$ cat config.mk
export PLATFORM = sky130hd
export DESIGN_NAME = prescaled_reload_down_timer_top
export DESIGN_NICKNAME = d
export VERILOG_FILES = /design/src/rtl/core/prdt_pkg.sv /design/src/rtl/core/prescaled_reload_down_timer_top.sv
export SDC_FILE = /design/constraint.sdc
export NUM_CORES = 1
export LEC_CHECK = 0
export ABC_AREA = 1
export BUFFER_PORTS_ARGS = -buffer_cell sky130_fd_sc_hd__buf_2
export CORE_MARGIN = 2
export CORE_UTILIZATION = 60
export DETAILED_ROUTE_END_ITERATION = 8
export GPL_TIMING_DRIVEN = 0
export PLACE_DENSITY = 0.84
export SLEW_MARGIN = 25
export SYNTH_ARGS = -nofsm -noshare
export SYNTH_HDL_FRONTEND = slang
export SYNTH_SLANG_ARGS = --single-unit
$ cat constraint.sdc
create_clock -name clk -period 4.65 [get_ports clk]
set_input_delay 1.395 -clock clk [delete_from_list [all_inputs] [get_ports clk]]
set_output_delay 1.395 -clock clk [all_outputs]
set_load 0.005 [all_outputs]
$ cat src/rtl/core/prdt_pkg.sv
// Package for the prescaled reload down-counter timer.
// Holds the word types, command codes, register offsets and sequencer states.
// No dependencies.
package prdt_pkg;

  // Command codes carried in the input word.
  localparam logic [1:0] CMD_READ  = 2'd0;
  localparam logic [1:0] CMD_WRITE = 2'd1;
  localparam logic [1:0] CMD_TICK  = 2'd2;

  // Register offsets.
  localparam logic [7:0] OFS_CTL  = 8'h10;
  localparam logic [7:0] OFS_LOW  = 8'h14;
  localparam logic [7:0] OFS_HIGH = 8'h18;

  // Control register bit positions.
  localparam int unsigned CTL_ENABLE = 0;
  localparam int unsigned CTL_ZSTAT  = 1;
  localparam int unsigned CTL_ZCLR   = 2;
  localparam int unsigned CTL_INTEN  = 3;
  localparam int unsigned CTL_FAST   = 4;

  // Width of the cycle accumulator.
  localparam int unsigned ACC_W = 13;

  typedef struct packed {
    logic [1:0]  cmd;
    logic [7:0]  addr;
    logic [7:0]  wdata;
    logic [11:0] cycles;
  } in_word_t;

  typedef struct packed {
    logic [7:0] rdata;
    logic       irq;
  } out_word_t;

  typedef enum logic [1:0] {
    ST_IDLE,
    ST_TICK,
    ST_DONE
  } state_t;

endpackage

$ cat src/rtl/core/prescaled_reload_down_timer_top.sv
// Prescaled reload down-counter timer with byte-wide registers.
// Depends on prdt_pkg for the word types, codes and states.
//
//   Channel | Direction | Handshake          | Word
//   in      | input     | in_valid/in_stall  | cmd, addr, wdata, cycles
//   out     | output    | out_valid/out_stall| rdata, irq
//
// A read, a write, an unused command or a tick while disabled goes from
// acceptance through the done state to the result standing in the output register.
// An enabled tick drains k prescaler periods in the tick state, then passes
// through the done state; one subtract-and-compare unit removes one period a cycle.
// At the default periods k is at most 15.
// Reset is synchronous; all timer state clears to zero.
// The next word is accepted while a result waits in the output register.
module prescaled_reload_down_timer_top #(
  parameter int unsigned SLOW_PERIOD = 2000,
  parameter int unsigned FAST_PERIOD = 400
) (
  input  logic                clk,
  input  logic                rst_n,
  input  logic                in_valid,
  output logic                in_stall,
  input  prdt_pkg::in_word_t  in_word,
  output logic                out_valid,
  input  logic                out_stall,
  output prdt_pkg::out_word_t out_word
);
  import prdt_pkg::*;

  localparam logic [ACC_W-1:0] SLOW_CYC = ACC_W'(SLOW_PERIOD);
  localparam logic [ACC_W-1:0] FAST_CYC = ACC_W'(FAST_PERIOD);

  state_t           state_r, state_nxt;
  logic [7:0]       ctl_r;
  logic [15:0]      reload_r;
  logic [15:0]      count_r;
  logic [ACC_W-1:0] acc_r;
  out_word_t        res_r;
  out_word_t        out_word_r;
  logic             out_valid_r;

  logic             in_acc;
  logic             out_free;
  logic             load_out;
  logic [ACC_W-1:0] period;
  logic [ACC_W:0]   diff;
  logic             acc_ge;
  logic [7:0]       rd_byte;
  logic [7:0]       ctl_wr;

  // Shared unit: one subtract of the selected period, its borrow is the compare.
  assign period = ctl_r[CTL_FAST] ? FAST_CYC : SLOW_CYC;
  assign diff   = {1'b0, acc_r} - {1'b0, period};
  assign acc_ge = ~diff[ACC_W];

  // Handshake terms.
  assign in_acc   = in_valid && !in_stall;
  assign out_free = !out_valid_r || !out_stall;

  // Register read multiplexer.
  always_comb begin
    priority if (in_word.addr == OFS_CTL) begin
      rd_byte = ctl_r;
    end else if (in_word.addr == OFS_LOW) begin
      rd_byte = count_r[7:0];
    end else if (in_word.addr == OFS_HIGH) begin
      rd_byte = count_r[15:8];
    end else begin
      rd_byte = 8'h00;
    end
  end

  // New control value: status is kept unless cleared, clear-zero never stored.
  assign ctl_wr = {in_word.wdata[7:3], 1'b0,
                   ctl_r[CTL_ZSTAT] & ~in_word.wdata[CTL_ZCLR], in_word.wdata[0]};

  // Sequencer next state.
  always_comb begin
    state_nxt = state_r;
    unique case (state_r)
      ST_IDLE: begin
        if (in_acc) begin
          if (in_word.cmd == CMD_TICK && ctl_r[CTL_ENABLE]) begin
            state_nxt = ST_TICK;
          end else begin
            state_nxt = ST_DONE;
          end
        end
      end
      ST_TICK: begin
        if (!acc_ge) begin
          state_nxt = ST_DONE;
        end
      end
      ST_DONE: begin
        if (out_free) begin
          state_nxt = ST_IDLE;
        end
      end
      default: state_nxt = ST_IDLE;
    endcase
  end

  // Sequencer outputs.
  always_comb begin
    in_stall = (state_r != ST_IDLE);
    load_out = (state_r == ST_DONE) && out_free;
  end

  always_ff @(posedge clk) begin
    if (!rst_n) begin
      state_r <= ST_IDLE;
    end else begin
      state_r <= state_nxt;
    end
  end

  // Timer state: register writes and tick accumulation on acceptance, one period drained per cycle in the tick state.
  always_ff @(posedge clk) begin
    if (!rst_n) begin
      ctl_r    <= '0;
      reload_r <= '0;
      count_r  <= '0;
      acc_r    <= '0;
    end else if (in_acc) begin
      unique case (in_word.cmd)
        CMD_WRITE: begin
          if (in_word.addr == OFS_CTL) begin
            ctl_r <= ctl_wr;
            if (in_word.wdata[CTL_ENABLE]) begin
              count_r <= reload_r;
              acc_r   <= '0;
            end
          end else if (in_word.addr == OFS_LOW) begin
            reload_r[7:0] <= in_word.wdata;
          end else if (in_word.addr == OFS_HIGH) begin
            reload_r[15:8] <= in_word.wdata;
          end
        end
        CMD_TICK: begin
          if (ctl_r[CTL_ENABLE]) begin
            acc_r <= acc_r + {1'b0, in_word.cycles};
          end
        end
        default: begin
        end
      endcase
    end else if (state_r == ST_TICK && acc_ge) begin
      acc_r <= diff[ACC_W-1:0];
      if (count_r == 16'd0) begin
        count_r          <= reload_r;
        ctl_r[CTL_ZSTAT] <= 1'b1;
      end else begin
        count_r <= count_r - 16'd1;
      end
    end
  end

  // Pending result: captured on acceptance, irq raised by an enabled underflow.
  always_ff @(posedge clk) begin
    if (in_acc) begin
      res_r.rdata <= (in_word.cmd == CMD_READ) ? rd_byte : 8'h00;
      res_r.irq   <= 1'b0;
    end else if (state_r == ST_TICK && acc_ge && count_r == 16'd0 &&
                 ctl_r[CTL_INTEN]) begin
      res_r.irq <= 1'b1;
    end
  end

  // Output register.
  always_ff @(posedge clk) begin
    if (!rst_n) begin
      out_valid_r <= 1'b0;
    end else if (load_out) begin
      out_valid_r <= 1'b1;
    end else if (!out_stall) begin
      out_valid_r <= 1'b0;
    end
  end

  always_ff @(posedge clk) begin
    if (load_out) begin
      out_word_r <= res_r;
    end
  end

  assign out_valid = out_valid_r;
  assign out_word  = out_word_r;

  // A word is only taken while the sequencer is idle.
  a_accept_idle: assert property (@(posedge clk) disable iff (!rst_n)
    in_acc |-> state_r == ST_IDLE)
    else $error("word accepted while sequencer busy");

  // Leaving the drain loop means the accumulator is below the period.
  a_drained: assert property (@(posedge clk) disable iff (!rst_n)
    (state_r == ST_TICK && state_nxt == ST_DONE) |=> acc_r < period)
    else $error("accumulator not drained below period");

  // A fired interrupt always comes with the zero status set.
  a_irq_zstat: assert property (@(posedge clk) disable iff (!rst_n)
    (state_r == ST_DONE && res_r.irq) |-> ctl_r[CTL_ZSTAT])
    else $error("interrupt without zero status");

  // A new result enters the output register only from the done state.
  a_out_src: assert property (@(posedge clk) disable iff (!rst_n)
    $rose(out_valid_r) |-> $past(state_r) == ST_DONE)
    else $error("result issued outside done state");

endmodule
# After elaboration in Yosys (flattened, before gate mapping)
# Cells that the tools add are included.
# op_classes
add_sub_neg,3
n_mux,28
n_eq_ne,18
n_reduce_logical,24
bitwise,6
# ops
cell,n
$mux W16,6
$mux W13,5
$pmux W13 S2,1
$eq A8 B5 Y1 const B,3
$mux W8,3
$logic_not A16 Y1,1
$sub A16 B1 Y16 const B,1
$sub A13 B11 Y14,1
$add A13 B12 Y13,1
$mux W2,6
$reduce_and A4 Y1,3
$mux W11,1
$reduce_and A5 Y1,2
$ne A3 B3 Y1 const B,3
$ne A2 B2 Y1 const B,4
$logic_and A1 B1 Y1,6
$ne A2 B1 Y1 const B,3
$pmux W2 S3,1
$reduce_and A3 Y1,2
$reduce_bool A2 Y1,3
$mux W1,5
$not A1 Y1,5
$eq A2 B1 Y1 const B,2
$eq A2 B2 Y1 const B,2
other kinds (6),9
# word_totals
reg_bits,73
out_inout_bits,11
inputBits,34
elab_cells,92

# Longest topological paths before layout
# Gate-level depths: netlist (run 1).
# logic_depth
depth_word,6
depth_mapped,13
depth_no_buf,13

# Worst setup path before layout (run 1)
# No wires, ideal clock.
# synth_timing
path_type,input to register
from,in in_word[0] in the netlist's numbering
to,reg acc_r[12]
required_time_ps,4539
arrival_time_ps,2620
stages,13
setup_time_ps,111
setup_slack_ps,1919
path_buffers,0
path_cell_list,ha_1 -> inv_1 -> fa_1 -> inv_1 -> nand3_1 -> nand3_1 -> nand3_1 -> nand3_1 -> nand2_1 -> inv_1 -> nor2_1 -> nor2_1 -> nor2_1
# synth_between
elab_chain_cells,4
# synth_rtl
item,line,rtl
"start, declared",prescaled_reload_down_timer_top.sv:23,"input prdt_pkg::in_word_t in_word,"
$add A13 B12 Y13,prescaled_reload_down_timer_top.sv:142,"acc_r <= acc_r + {1'b0, in_word.cycles};"
$mux W13,prescaled_reload_down_timer_top.sv:141,if (ctl_r[CTL_ENABLE]) begin
$pmux W13 S2,prescaled_reload_down_timer_top.sv:126,unique case (in_word.cmd)
$mux W13,prescaled_reload_down_timer_top.sv:125,end else if (in_acc) begin
"end signal, assigned",prescaled_reload_down_timer_top.sv:142,
"end signal, assigned",prescaled_reload_down_timer_top.sv:149,acc_r <= diff[ACC_W-1:0];
"end, declared",prescaled_reload_down_timer_top.sv:37,logic [ACC_W-1:0] acc_r;
# No other way between the ends. The select of a mux whose other input is x is not followed.
# A chain may end at the register's enable or synchronous reset.

# Worst setup path in the final report (run 1)
# layout_timing
from,in in_word[0] in the netlist's numbering
to,reg acc_r[6]
# Same word-level chain as after synthesis.

==> results of run 1 <==
## registers in the layout, summed over array words and instances (netlist names)
signal and flops:
count_r 16, reload_r 16, acc_r 13, out_word 9
res_r 9, ctl_r 7, state_r 2, out_valid 1
## metal layers
layer	part of all wire (%)	track usage, %	vias up
met2	46	47.30	162
met5	0	0	-
li1	-	-	2330
met3	6.6	4.355	21
met4	1.9	10.45	0
met1	46	38.80	2068
## metrics by stage
| step | setup WS, ns | power (mW) | instance area (µm²) | cells |
|---|---|---|---|---|
| finish | 1.802 | 1.695 | 5224 | 866 |
| global route | 1.666 | 1.784 | 5224 | 866 |
| CTS | 1.849 | 1.692 | 5220 | 866 |
| detailed placement | 1.484 | 1.139 | 4990 | 850 |
| global placement | 1.603 | 1.123 | 4990 | 850 |
| floorplan | 1.919 | 1.036 | 4647 | 705 |
## power by group
| group | switching (mW) | internal [mW] |
|---|---|---|
| Combinational | 0.269 | 0.156 |
| Sequential | 0.0300 | 0.680 |
| Clock | 0.247 | 0.313 |
## cell families (layout without fill, tap and decap cells)
family,after synthesis,in the layout
simple gates,384,384
flops,73,73
xor+xnor,10,10
fa+ha+maj,19,19
buf+inv,120,179
compound gates,99,99
## how the worst min path moves through the flow
stage | cells after the start | endpoint | from | slack, ns
floorplan | 0 | out_word[1]$_DFFE_PP_ | res_r[1]$_SDFFCE_PP0N_ | 0.40
global placement | 0 | out_word[5]$_DFFE_PP_ | res_r[5]$_SDFFCE_PP0N_ | 0.40
detailed placement | 0 | out_word[6]$_DFFE_PP_ | res_r[6]$_SDFFCE_PP0N_ | 0.41
CTS | 0 | out_word[6]$_DFFE_PP_ | res_r[6]$_SDFFCE_PP0N_ | 0.43
global route | 0 | out_word[1]$_DFFE_PP_ | res_r[1]$_SDFFCE_PP0N_ | 0.44
finish | 0 | out_word[6]$_DFFE_PP_ | res_r[6]$_SDFFCE_PP0N_ | 0.43
## cell type report
class	instances	share of cell area (%)
Buffer	16	2.299
Clock buffer	12	3.377
Clock inverter	4	1.030
Inverter	104	7.473
Multi-Input combinational cell	512	48.02
Sequential cell	73	31.23
Tap cell	102	2.443
Timing Repair Buffer	43	4.120
## worst max-delay path, stage by stage
cell and delay, ns:
buf_2 0.08, ha_1 0.23, inv_1 0.09, fa_1 0.38
inv_1 0.12, nand3_1 0.08, nand3_1 0.20, nand2_1 0.12
nand2_1 0.07, nand2_1 0.05, nand3_1 0.09, nand2_1 0.06
nor2_1 0.08, nor2_1 0.05
## Yosys cell counts
cell        n  area (µm²)
nand3_2     1       10.01
xor2_1      7       61.31
inv_1      97       364.1
and2_1      1       6.260
edfxtp_1   17       510.5
a31oi_1     3       18.77
or2_2       3       18.77
fa_1        1       20.02
a211oi_1    1       7.510
ha_1       18       225.2
a21o_1      1       7.510
nand2_2     8       50.05
nor2_1    101       379.1
a21oi_4     1       16.27
nand2_1   194       728.2
nand4_1     4       25.02
clkbuf_1    3       11.26
or2_0       2       12.51
o22ai_1     1       6.260
o21ai_1     4       20.02
and3_1      2       12.51
nand2_8     1       20.02
xnor2_1     3       26.28
o21ai_0    37       185.2
buf_2       3       15.01
buf_4       5       37.54
dfxtp_1    56        1121
o221ai_1    2       17.52
inv_2       7       26.28
a21oi_1    47       235.2
o21ai_2     1       8.760
nand2_4     3       33.78
o211ai_1    1       7.510
nand3b_1    3       22.52
nor2_2     14       87.58
buf_6       5       56.30
nand3_1    47       235.2
==> summary.txt, run 1 <==
Layout
  • Final Util: 68.67%
  • Most frequent cells in the layout: nand2_1 (194), nor2_1 (101), inv_1 (97)
  • Commonest non-fill, non-tap cell in the layout: nand2_1
  • Multi-input gate area: 2509 µm²
  • Area Overhead vs Synth: 12.41%
  • Layout Nets: 812
  • Antenna cells: 0
  • Fillers: 678
  • Layout cell share with drive strength beyond 1: 14.66%
  • FF/Latch Area: 1632 µm²

Timing
  • Clock skew: 0.01050 ns
  • Period utilisation layout: 61.24%
  • RSZ-0062 raised after global routing: no
  • Worst hold margin: 0.4258 ns
  • Slew Limit Fails: 0
  • Slew @ Worst Pin: 0.6489 ns
  • Final Hold Vio Count: 0
  • Slew headroom: 56.74%
  • # setup viols final: 0
  • Final TNS setup: 0 ns
  • Final Critical Period: 2.848 ns
  • F_max: 0.3512 GHz

Clock network
  • CTS root buf: clkbuf_8
  • Clock buffer depth: 2
  • Worst-Skew Late Latency: 0.35 ns
  • Post-CTS sizing: 0
  • H-tree depth: 3
  • CTS sink count: 73
  • Num CTS Buffers: 9
  • Hold buffers post-CTS: 0
  • CTS tree: yes
  • Reg clk slew, reported paths: 0.08 ns
  • Post-CTS Setup Bufs: 0

GRT
  • Overflow after GRT: 0
  • All-Layer GR Usage: 28.86%
  • Largest net degree at the start of global routing: 18
  • First-pass GRT wire length: 19,560 µm
  • Initial antenna violation count: 0
  • Vias in the first global route: 4,386

Floorplanning
  • Chip width: 92.01 µm
  • Rows: 32
  • Ports: 45
  • Die Span Y: 92.01 µm
  • Initial Utilization: 61.09%
  • Die ar.: 8465 µm²
  • CORE AREA: 7607 µm²

Logic synthesis
  • Syn. warnings: 0
  • Largest family of logic cells by synthesized area: simple AND/OR/NAND/NOR gates
  • Seq/Total Area, Yosys: 35.11%
  • Cells after Synth: 705
  • Compound-Gate Fraction of Synth Area: 11.42%
  • Simple-gate area share of the yosys netlist: 35.33%
  • Post-synthesis mux area share: 0%
  • Synth Area in Adders: 5.277%
  • Post-synth cell types: 37
  • Syn avg cell area: 6.591 µm²
  • Post-Synthesis Net Count: 758
  • Post-Synth XOR/XNOR Area: 1.885%
  • Mapped Area: 4647 µm²
  • Synthesized flop and latch total: 73

Routing
  • Final WL: 11,630 µm
  • Drt drc: 0
  • Vias per inst: 5.290
  • Remaining antenna violation count after routing: 0
  • DR iter-0 viols: 323
  • Mean routed wirelength per cell: 13.42 µm
  • Drt pass-1 iters: 5
  • Vias: 4,581

Worst setup path
  • Worst R2R End: count_r[5]$_SDFFE_PN0P_
  • R2r setup slk: 2.55 ns
  • Reg2Reg Depth: 12
  • Critical Path AT: 3.09 ns
  • Crit end category: flip-flop
  • Worst endpoint required time: 4.90 ns
  • Critical Path Start: in_word[0]
  • R2r startpoint: ctl_r[4]$_SDFFE_PN0P_
  • Setup CP Type: input pin to flip-flop
  • Maximum fanout along the worst path: 5
  • Startpoint types: input pin
  • Setup crit end: acc_r[6]$_SDFFE_PN0P_

Outcome
  • Status: completed

Min path
  • Worst Hold Class: flip-flop to flip-flop

Placement
  • PortBufs: 43
  • GPL Wtd Cong: 0.9656
  • DP HPWL: 9014 µm

Run
  • Max Cap Viol: 0

Power and ir drop
  • LEAKAGE: 2.691 nW
  • PwrDens: 324.5 nW/µm²
  • Max IR drop VDD: 243.6 µV
Note: power is estimated with default switching activity, not from simulation.
==> run 2: changes to the inputs <==
Settings changed: ABC_AREA 1 to 0, CORE_UTILIZATION 60 to 59, PLACE_DENSITY 0.84 to 0.83.
Clock period 4.65 ns to 2.97 ns, I/O delays scaled along.
==> run 2 against run 1 <==
  * Core utilization is 0.60 points higher
  * Area after synthesis is 10% lower
  * Setup slack worse by 1.4 ns
  * Non-clock buffer count is 4 higher
  * Sequential power is 45% higher
  * Sequential share of layout area is 3.2 points higher
  * Via count is 14% lower
  * Combinational power is 69% lower
==> summary.txt, run 2 <==
Clock network
  • CTS sink count: 73 (unchanged)
  • Post-CTS Setup Bufs: 0 (unchanged)
  • Post-CTS sizing: 0 (unchanged)
  • CTS root buf: clkbuf_8
  • CTS tree: yes
  • Worst-Skew Late Latency: 0.36 ns (about the same)
  • Hold buffers post-CTS: 0 (unchanged)
  • H-tree depth: 3 (unchanged)
  • Clock buffer depth: 2 (unchanged)
  • Num CTS Buffers: 9 (unchanged)
  • Reg clk slew, reported paths: 0.08 ns (about the same)

Worst setup path
  • R2r setup slk: 0.37 ns (-2.18 ns)
  • Crit end category: flip-flop
  • CP peak stage delay: 0.48 ns (+0.10 ns)
  • Critical path, cell by cell: ha_1 -> a211o_1 -> nor2_1 -> a21oi_1 -> buf_2 -> nor2_1 -> o22ai_1 -> a21oi_1
  • R2r startpoint: ctl_r[4]$_SDFFE_PN0P_
  • Worst R2R End: acc_r[7]$_SDFFE_PN0P_
  • Maximum fanout along the worst path: 10 (+5)
  • Worst endpoint required time: 3.25 ns (-1.65 ns)
  • CP Buf/Inv Count: 1 (-2)
  • Crit path max-delay cell type: dfxtp_1
  • Critical Path AT: 2.88 ns (-0.21 ns)
  • Reg2Reg Depth: 8 (-4)
  • Startpoint types: flip-flop
  • Setup CP Type: flip-flop to flip-flop
  • Crit path max-delay family: compound AO/OA/AOI/OAI gates

Timing
  • F_max: 0.3841 GHz
  • Final TNS setup: 0 ns (unchanged)
  • Slew Limit Fails: 0 (unchanged)
  • Period utilisation layout: 87.66%
  • Final Critical Period: 2.604 ns
  • Slew @ Worst Pin: 0.7773 ns (+0.1284 ns)
  • Clock skew: 0.007739 ns (-0.002758 ns)
  • Worst setup margin: 0.3665 ns (-1.436 ns)
  • Final Hold Vio Count: 0 (unchanged)
  • # setup viols final: 0 (unchanged)
  • Slew headroom: 48.18% (-8.6 points)
  • RSZ-0062 raised after global routing: no

Routing
  • Drt pass-1 iters: 5 (unchanged)
  • Vias: 3,934 (-14%)
  • Remaining antenna violation count after routing: 0 (unchanged)
  • Final WL: 11,190 µm (-3.8%)
  • DR iter-0 viols: 315 (-2.5%)
  • Mean routed wirelength per cell: 17.81 µm (+33%)
  • Vias per inst: 6.264 (+18%)
  • Drt drc: 0 (unchanged)

GRT
  • Largest net degree at the start of global routing: 15 (-3)
  • Initial antenna violation count: 0 (unchanged)
  • Overflow after GRT: 0 (unchanged)
  • Vias in the first global route: 3,635 (-17%)
  • All-Layer GR Usage: 30.51% (+1.6 points)
  • First-pass GRT wire length: 17,810 µm (-9.0%)

Logic synthesis
  • Post-synth cell types: 68 (+84%)
  • Syn. warnings: 0 (unchanged)
  • Cells after Synth: 475 (-33%)
  • Post-Synthesis Net Count: 528 (-30%)
  • Seq/Total Area, Yosys: 39.09% (+4.0 points)
  • Mapped Area: 4174 µm² (-10%)
  • Area contributors post-synth: dfxtp_1 (27%), edfxtp_1 (12%), ha_1 (5.4%), a21oi_1 (5.3%), nor2_1 (5.1%)
  • Top FF cell, synth: dfxtp_1
  • EDFF count, synth: 17 (unchanged)
  • Share of flip-flops with an asynchronous set or reset: 0% (unchanged)
  • Synthesized flop and latch total: 73 (unchanged)
  • Share of the synthesized area in the top cell type: 26.86% (+2.7 points)
  • Count leader, synth: nor2_1
  • Post-synth top area cell: dfxtp_1
  • Synth cell count leaders: nor2_1 (57), dfxtp_1 (56), a21oi_1 (44), nand2_1 (34), o21ai_0 (26)
  • Syn avg cell area: 8.787 µm² (+33%)

Layout
  • Commonest non-fill, non-tap cell in the layout: nor2_1
  • Layout cell share with drive strength beyond 1: 15.79% (+1.1 points)
  • Final Non-Filler Cells: 628 (-27%)
  • Top flop regs: count_r x16, reload_r x16, acc_r x13
  • Antenna cells: 0 (unchanged)
  • Layout Nets: 580 (-29%)
  • Area Overhead vs Synth: 13.37%
  • Most frequent cells in the layout: nor2_1 (57), dfxtp_1 (56), buf_2 (47)

Floorplanning
  • Initial Utilization: 61.10% (about the same)
  • Die Span Y: 88.11 µm (-4.2%)
  • CORE AREA: 6832 µm² (-10%)
  • Rows: 30 (-6.3%)
  • Ports: 45 (unchanged)
  • Chip width: 88.11 µm (-4.2%)
  • Die ar.: 7763 µm² (-8.3%)

Placement
  • PortBufs: 41 (-4.7%)
  • DP HPWL: 8381 µm (-7.0%)
  • Worst slack after detailed placement: 0.04466 ns (-1.439 ns)
  • GPL Wtd Cong: 0.9661 (about the same)
  • Dpl cells: 612 (-28%)

Power and ir drop
  • Max IR drop VDD: 344.1 µV (+41%)
  • PwrDens: 432.0 nW/µm² (+33%)
  • LEAKAGE: 1.875 nW (-30%)

Min path
  • Worst Hold Class: flip-flop to flip-flop
  • WHS Path Cells: 0 (unchanged)
  • Hold_sp: res_r[4]$_SDFFCE_PP0N_
  • Hold path endpoint: out_word[4]$_DFFE_PP_

Run
  • Max Cap Viol: 0 (unchanged)

Outcome
  • Status: completed
-- run 2: changes by cell type after synthesis, moves of 8 or more --
| cell | previous run | this run |
|---|---|---|
| nor2_2 | 14 | 0 |
| nor2b_1 | 0 | 8 |
| nand3_1 | 47 | 13 |
| mux2i_1 | 0 | 17 |
| nand2_1 | 194 | 34 |
| nor2_1 | 101 | 57 |
| o21ai_0 | 37 | 26 |
| nor3_1 | 0 | 17 |
| inv_1 | 97 | 10 |
| nand2b_1 | 0 | 13 |
-- run 2: worst max path at each step --
stage,startpoint,end,slack (ns),depth (start not counted)
after detailed placement,in_word[0],acc_r[8]$_SDFFE_PN0P_,0.04,10
after floorplan,in_word[0],acc_r[8]$_SDFFE_PN0P_,0.31,9
after CTS,in_word[0],acc_r[8]$_SDFFE_PN0P_,0.41,10
final,ctl_r[4]$_SDFFE_PN0P_,acc_r[7]$_SDFFE_PN0P_,0.37,8
after global routing,in_word[27],res_r[5]$_SDFFCE_PP0N_,0.14,6
after global placement,in_word[0],acc_r[8]$_SDFFE_PN0P_,0.06,10
-- run 2: metrics by stage --
| step | cell area (µm²) | total power [mW] | utilization [%] | hold WS (ns) |
|---|---|---|---|---|
| floorplan | 4174 | 1.126 | - | 0.4003 |
| finish | 4732 | 2.044 | 69.27 | 0.4253 |
| global route | 4732 | 2.102 | 69.27 | 0.4301 |
| global placement | 4499 | 1.180 | 65.86 | 0.4004 |
| detailed placement | 4499 | 1.184 | 65.86 | 0.4061 |
| CTS | 4732 | 2.048 | 69.27 | 0.4251 |
-- run 2: routing by layer --
layer,up-vias,track usage [%],part of all wire [%]
li1,1881,-,-
met1,1825,40.52,43
met2,202,49.04,46
met3,26,7.823,9.1
met4,0,9.780,2.4
met5,-,0,0
-- run 2: area by class of cell --
| class | count | area [µm²] |
|---|---|---|
| buffer | 22 | 125.1 |
| clock buffer | 12 | 177.7 |
| clock inverter | 4 | 55.05 |
| fill | 577 | 2100 |
| inverter | 11 | 41.29 |
| multi-input combinational | 369 | 2376 |
| sequential | 73 | 1632 |
| tap | 96 | 120.1 |
| timing repair buffer | 41 | 205.2 |
-- run 2: worst reg2reg max path, delay by kind of cell (launching register included) --
kind                       cells  cell delay [ns]
AOI/OAI and AO/OA              4             0.89
DFF                            1             0.48
adders and majority gates      1             0.33
buffers and inverters          1             0.25
and+or+nand+nor                2             0.58
-- run 2: kinds of logic (layout without fill, tap and decap cells) --
| family | Yosys count | count (layout) | share of synthesized area [%] |
|---|---|---|---|
| buf+inv | 33 | 90 | 3.987 |
| fa+ha+maj | 19 | 19 | 5.875 |
| compound gates | 146 | 146 | 23.26 |
| flops | 73 | 73 | 39.09 |
| simple gates | 181 | 181 | 22.39 |
| xor+xnor | 5 | 5 | 1.049 |
| mux | 18 | 18 | 4.346 |
-- run 2: power breakdown --
group	internal, mW	switching, mW	total (mW)
logic	0.0487	0.0838	0.132
registers	1.03	0.00368	1.03
clock network	0.495	0.386	0.881
==> run 3: changes to the inputs <==
Settings changed: CORE_UTILIZATION 59 to 60, PLACE_DENSITY 0.83 to 0.84.
Clock period 2.97 ns to 3.1 ns, I/O delays scaled along.
==> run 3 against run 2 <==
  * Hold slack got worse by 0.0029 ns
  * Count of clock-buffer cells in the layout is 2 lower
  * Core utilization decreased by 0.55 points
  * Via count down 1.8%
  * Sequential power fell by 4%
  * Setup slack better by 0.14 ns
  * Critical path depth grew 2
  * Routed wire length fell by 2.7%
  * Cell count fell by 2.5%
  * Final area shrank 1.9%
  * First-iteration DRC count grew 18%
  * Sequential share of layout area increased by 0.66 points
  * Highest routed layer unchanged
==> summary.txt, run 3 (synthesized netlist as in run 2, its figures left out) <==
Floorplanning
  • Ports: 45 (unchanged)
  • Die Span Y: 87.41 µm (-0.80%)
  • Chip width: 87.41 µm (-0.80%)
  • Die ar.: 7640 µm² (-1.6%)
  • Initial Utilization: 61.78% (+0.68 points)
  • Rows: 30 (unchanged)
  • CORE AREA: 6756 µm² (-1.1%)

Worst setup path
  • Crit path max-delay family: compound AO/OA/AOI/OAI gates
  • Setup CP Type: input pin to flip-flop
  • Critical Path AT: 2.85 ns (-0.03 ns)
  • R2r startpoint: ctl_r[4]$_SDFFE_PN0P_
  • Crit end category: flip-flop
  • Crit path max-delay cell type: o31a_1
  • CP peak stage delay: 0.29 ns (-0.19 ns)
  • Worst endpoint required time: 3.36 ns (+0.11 ns)
  • Critical path, cell by cell: buf_2 -> ha_1 -> inv_1 -> fa_1 -> nor2b_1 -> o31a_1 -> o31a_1 -> or3_1 -> and3_1 -> o31a_1
  • Maximum fanout along the worst path: 4 (-6)
  • Critical Path Start: in_word[0]
  • Most frequent CP cell: o31a_1
  • CP Buf/Inv Count: 2 (+1)
  • Startpoint types: input pin

Timing
  • F_max: 0.3849 GHz
  • Worst setup margin: 0.5019 ns (+0.1354 ns)
  • Slew headroom: 48.94% (+0.76 points)
  • Final TNS setup: 0 ns (unchanged)
  • RSZ-0062 raised after global routing: no
  • Period utilisation layout: 83.81%
  • Slew Limit Fails: 0 (unchanged)
  • Final Hold Vio Count: 0 (unchanged)
  • # setup viols final: 0 (unchanged)
  • Clock skew: 0.007524 ns (-0.0002151 ns)
  • Final Critical Period: 2.598 ns
  • Slew @ Worst Pin: 0.7659 ns (-0.01146 ns)

Layout
  • Area Overhead vs Synth: 11.24%
  • Commonest non-fill, non-tap cell in the layout: nor2_1
  • Antenna cells: 0 (unchanged)
  • Layout cell share with drive strength beyond 1: 15.79% (unchanged)
  • Layout Nets: 580 (unchanged)
  • Most frequent cells in the layout: nor2_1 (57), dfxtp_1 (56), buf_2 (47)
  • Top flop regs: count_r x16, reload_r x16, acc_r x13

Clock network
  • CTS root buf: clkbuf_8
  • Num CTS Buffers: 9 (unchanged)
  • CTS tree: yes
  • Hold buffers post-CTS: 0 (unchanged)
  • Clock buffer depth: 2 (unchanged)
  • Post-CTS sizing: 0 (unchanged)
  • Worst-Skew Late Latency: 0.36 ns (about the same)
  • Post-CTS Setup Bufs: 0 (unchanged)
  • CTS sink count: 73 (unchanged)
  • H-tree depth: 3 (unchanged)
  • Reg clk slew, reported paths: 0.08 ns (about the same)

Power and ir drop
  • PwrDens: 378.7 nW/µm² (-12%)
  • LEAKAGE: 1.847 nW (-1.5%)
  • Tot Pwr: 1.759 mW (-14%)
  • Max IR drop VDD: 333.2 µV (-3.2%)

GRT
  • Vias in the first global route: 3,558 (-2.1%)
  • First-pass GRT wire length: 17,560 µm (-1.4%)
  • Overflow after GRT: 0 (unchanged)
  • All-Layer GR Usage: 30.26% (-0.25 points)
  • Initial antenna violation count: 0 (unchanged)
  • Largest net degree at the start of global routing: 15 (unchanged)

Routing
  • Drt drc: 0 (unchanged)
  • Drt pass-1 iters: 5 (unchanged)
  • Vias per inst: 6.315 (+0.81%)
  • Final WL: 10,890 µm (-2.7%)
  • Mean routed wirelength per cell: 17.79 µm (-0.11%)
  • Remaining antenna violation count after routing: 0 (unchanged)
  • Vias: 3,865 (-1.8%)
  • DR iter-0 viols: 373 (+18%)

Min path
  • Worst Hold Class: flip-flop to flip-flop
  • Hold_sp: res_r[5]$_SDFFCE_PP0N_

Placement
  • Worst slack after detailed placement: 0.1305 ns (+0.08581 ns)
  • DP HPWL: 8190 µm (-2.3%)
  • GPL Wtd Cong: 0.9308 (-3.7%)
  • PortBufs: 41 (unchanged)

Run
  • Max Cap Viol: 0 (unchanged)

Outcome
  • Status: completed
[run 3: changes by cell type in the layout (fill, tap and decap cells not counted), sizes merged]
cell / before / now
bufinv: 1 / 0
clkbuf: 23 / 21
clkinv: 2 / 6
inv: 11 / 10
[run 3: cell type report]
cell class                 instances  area (µm²)
clock inverter                     6       36.28
clock buffer                      10       127.6
buffer                            22       125.1
fill                             561        2113
sequential                        73        1632
timing repair buffer              41       205.2
inverter                          11       41.29
multi-input combinational        369        2376
tap                               80       100.1
[run 3: final timing paths]
| path | depth (start not counted) | slack, ns | end |
|---|---|---|---|
| setup / recovery | 10 | 0.50 | acc_r[8]$_SDFFE_PN0P_ |
| hold / removal | 0 | 0.42 | out_word[5]$_DFFE_PP_ |
| setup reg to reg | 8 | 0.52 | acc_r[11]$_SDFFE_PN0P_ |
| hold reg to reg | 0 | 0.42 | out_word[5]$_DFFE_PP_ |
[run 3: per-layer routing]
layer  global-route usage (%)  share of wire [%]
met4                    11.05                2.5
met1                    42.93                 44
met2                    44.42                 43
met3                    7.773                9.9
met5                        0                  0
[run 3: per-stage QoR]
| stage | utilization, % | area (µm²) | cells | hold slack [ns] |
|---|---|---|---|---|
| after global routing | 68.72 | 4643 | 612 | 0.4180 |
| after detailed placement | 66.30 | 4479 | 596 | 0.4045 |
| after global placement | 66.30 | 4479 | 596 | 0.4012 |
| after floorplan | - | 4174 | 475 | 0.4003 |
| final | 68.72 | 4643 | 612 | 0.4224 |
| after CTS | 68.72 | 4643 | 612 | 0.4189 |
[run 3: report_power, final]
part	internal [mW]	total (mW)	switching, mW	leakage (nW)
Sequential	0.985	0.988	0.00338	0.615
Clock	0.286	0.645	0.359	0.0858
Combinational	0.0466	0.125	0.0787	1.15
Total	1.32	1.76	0.442	1.85
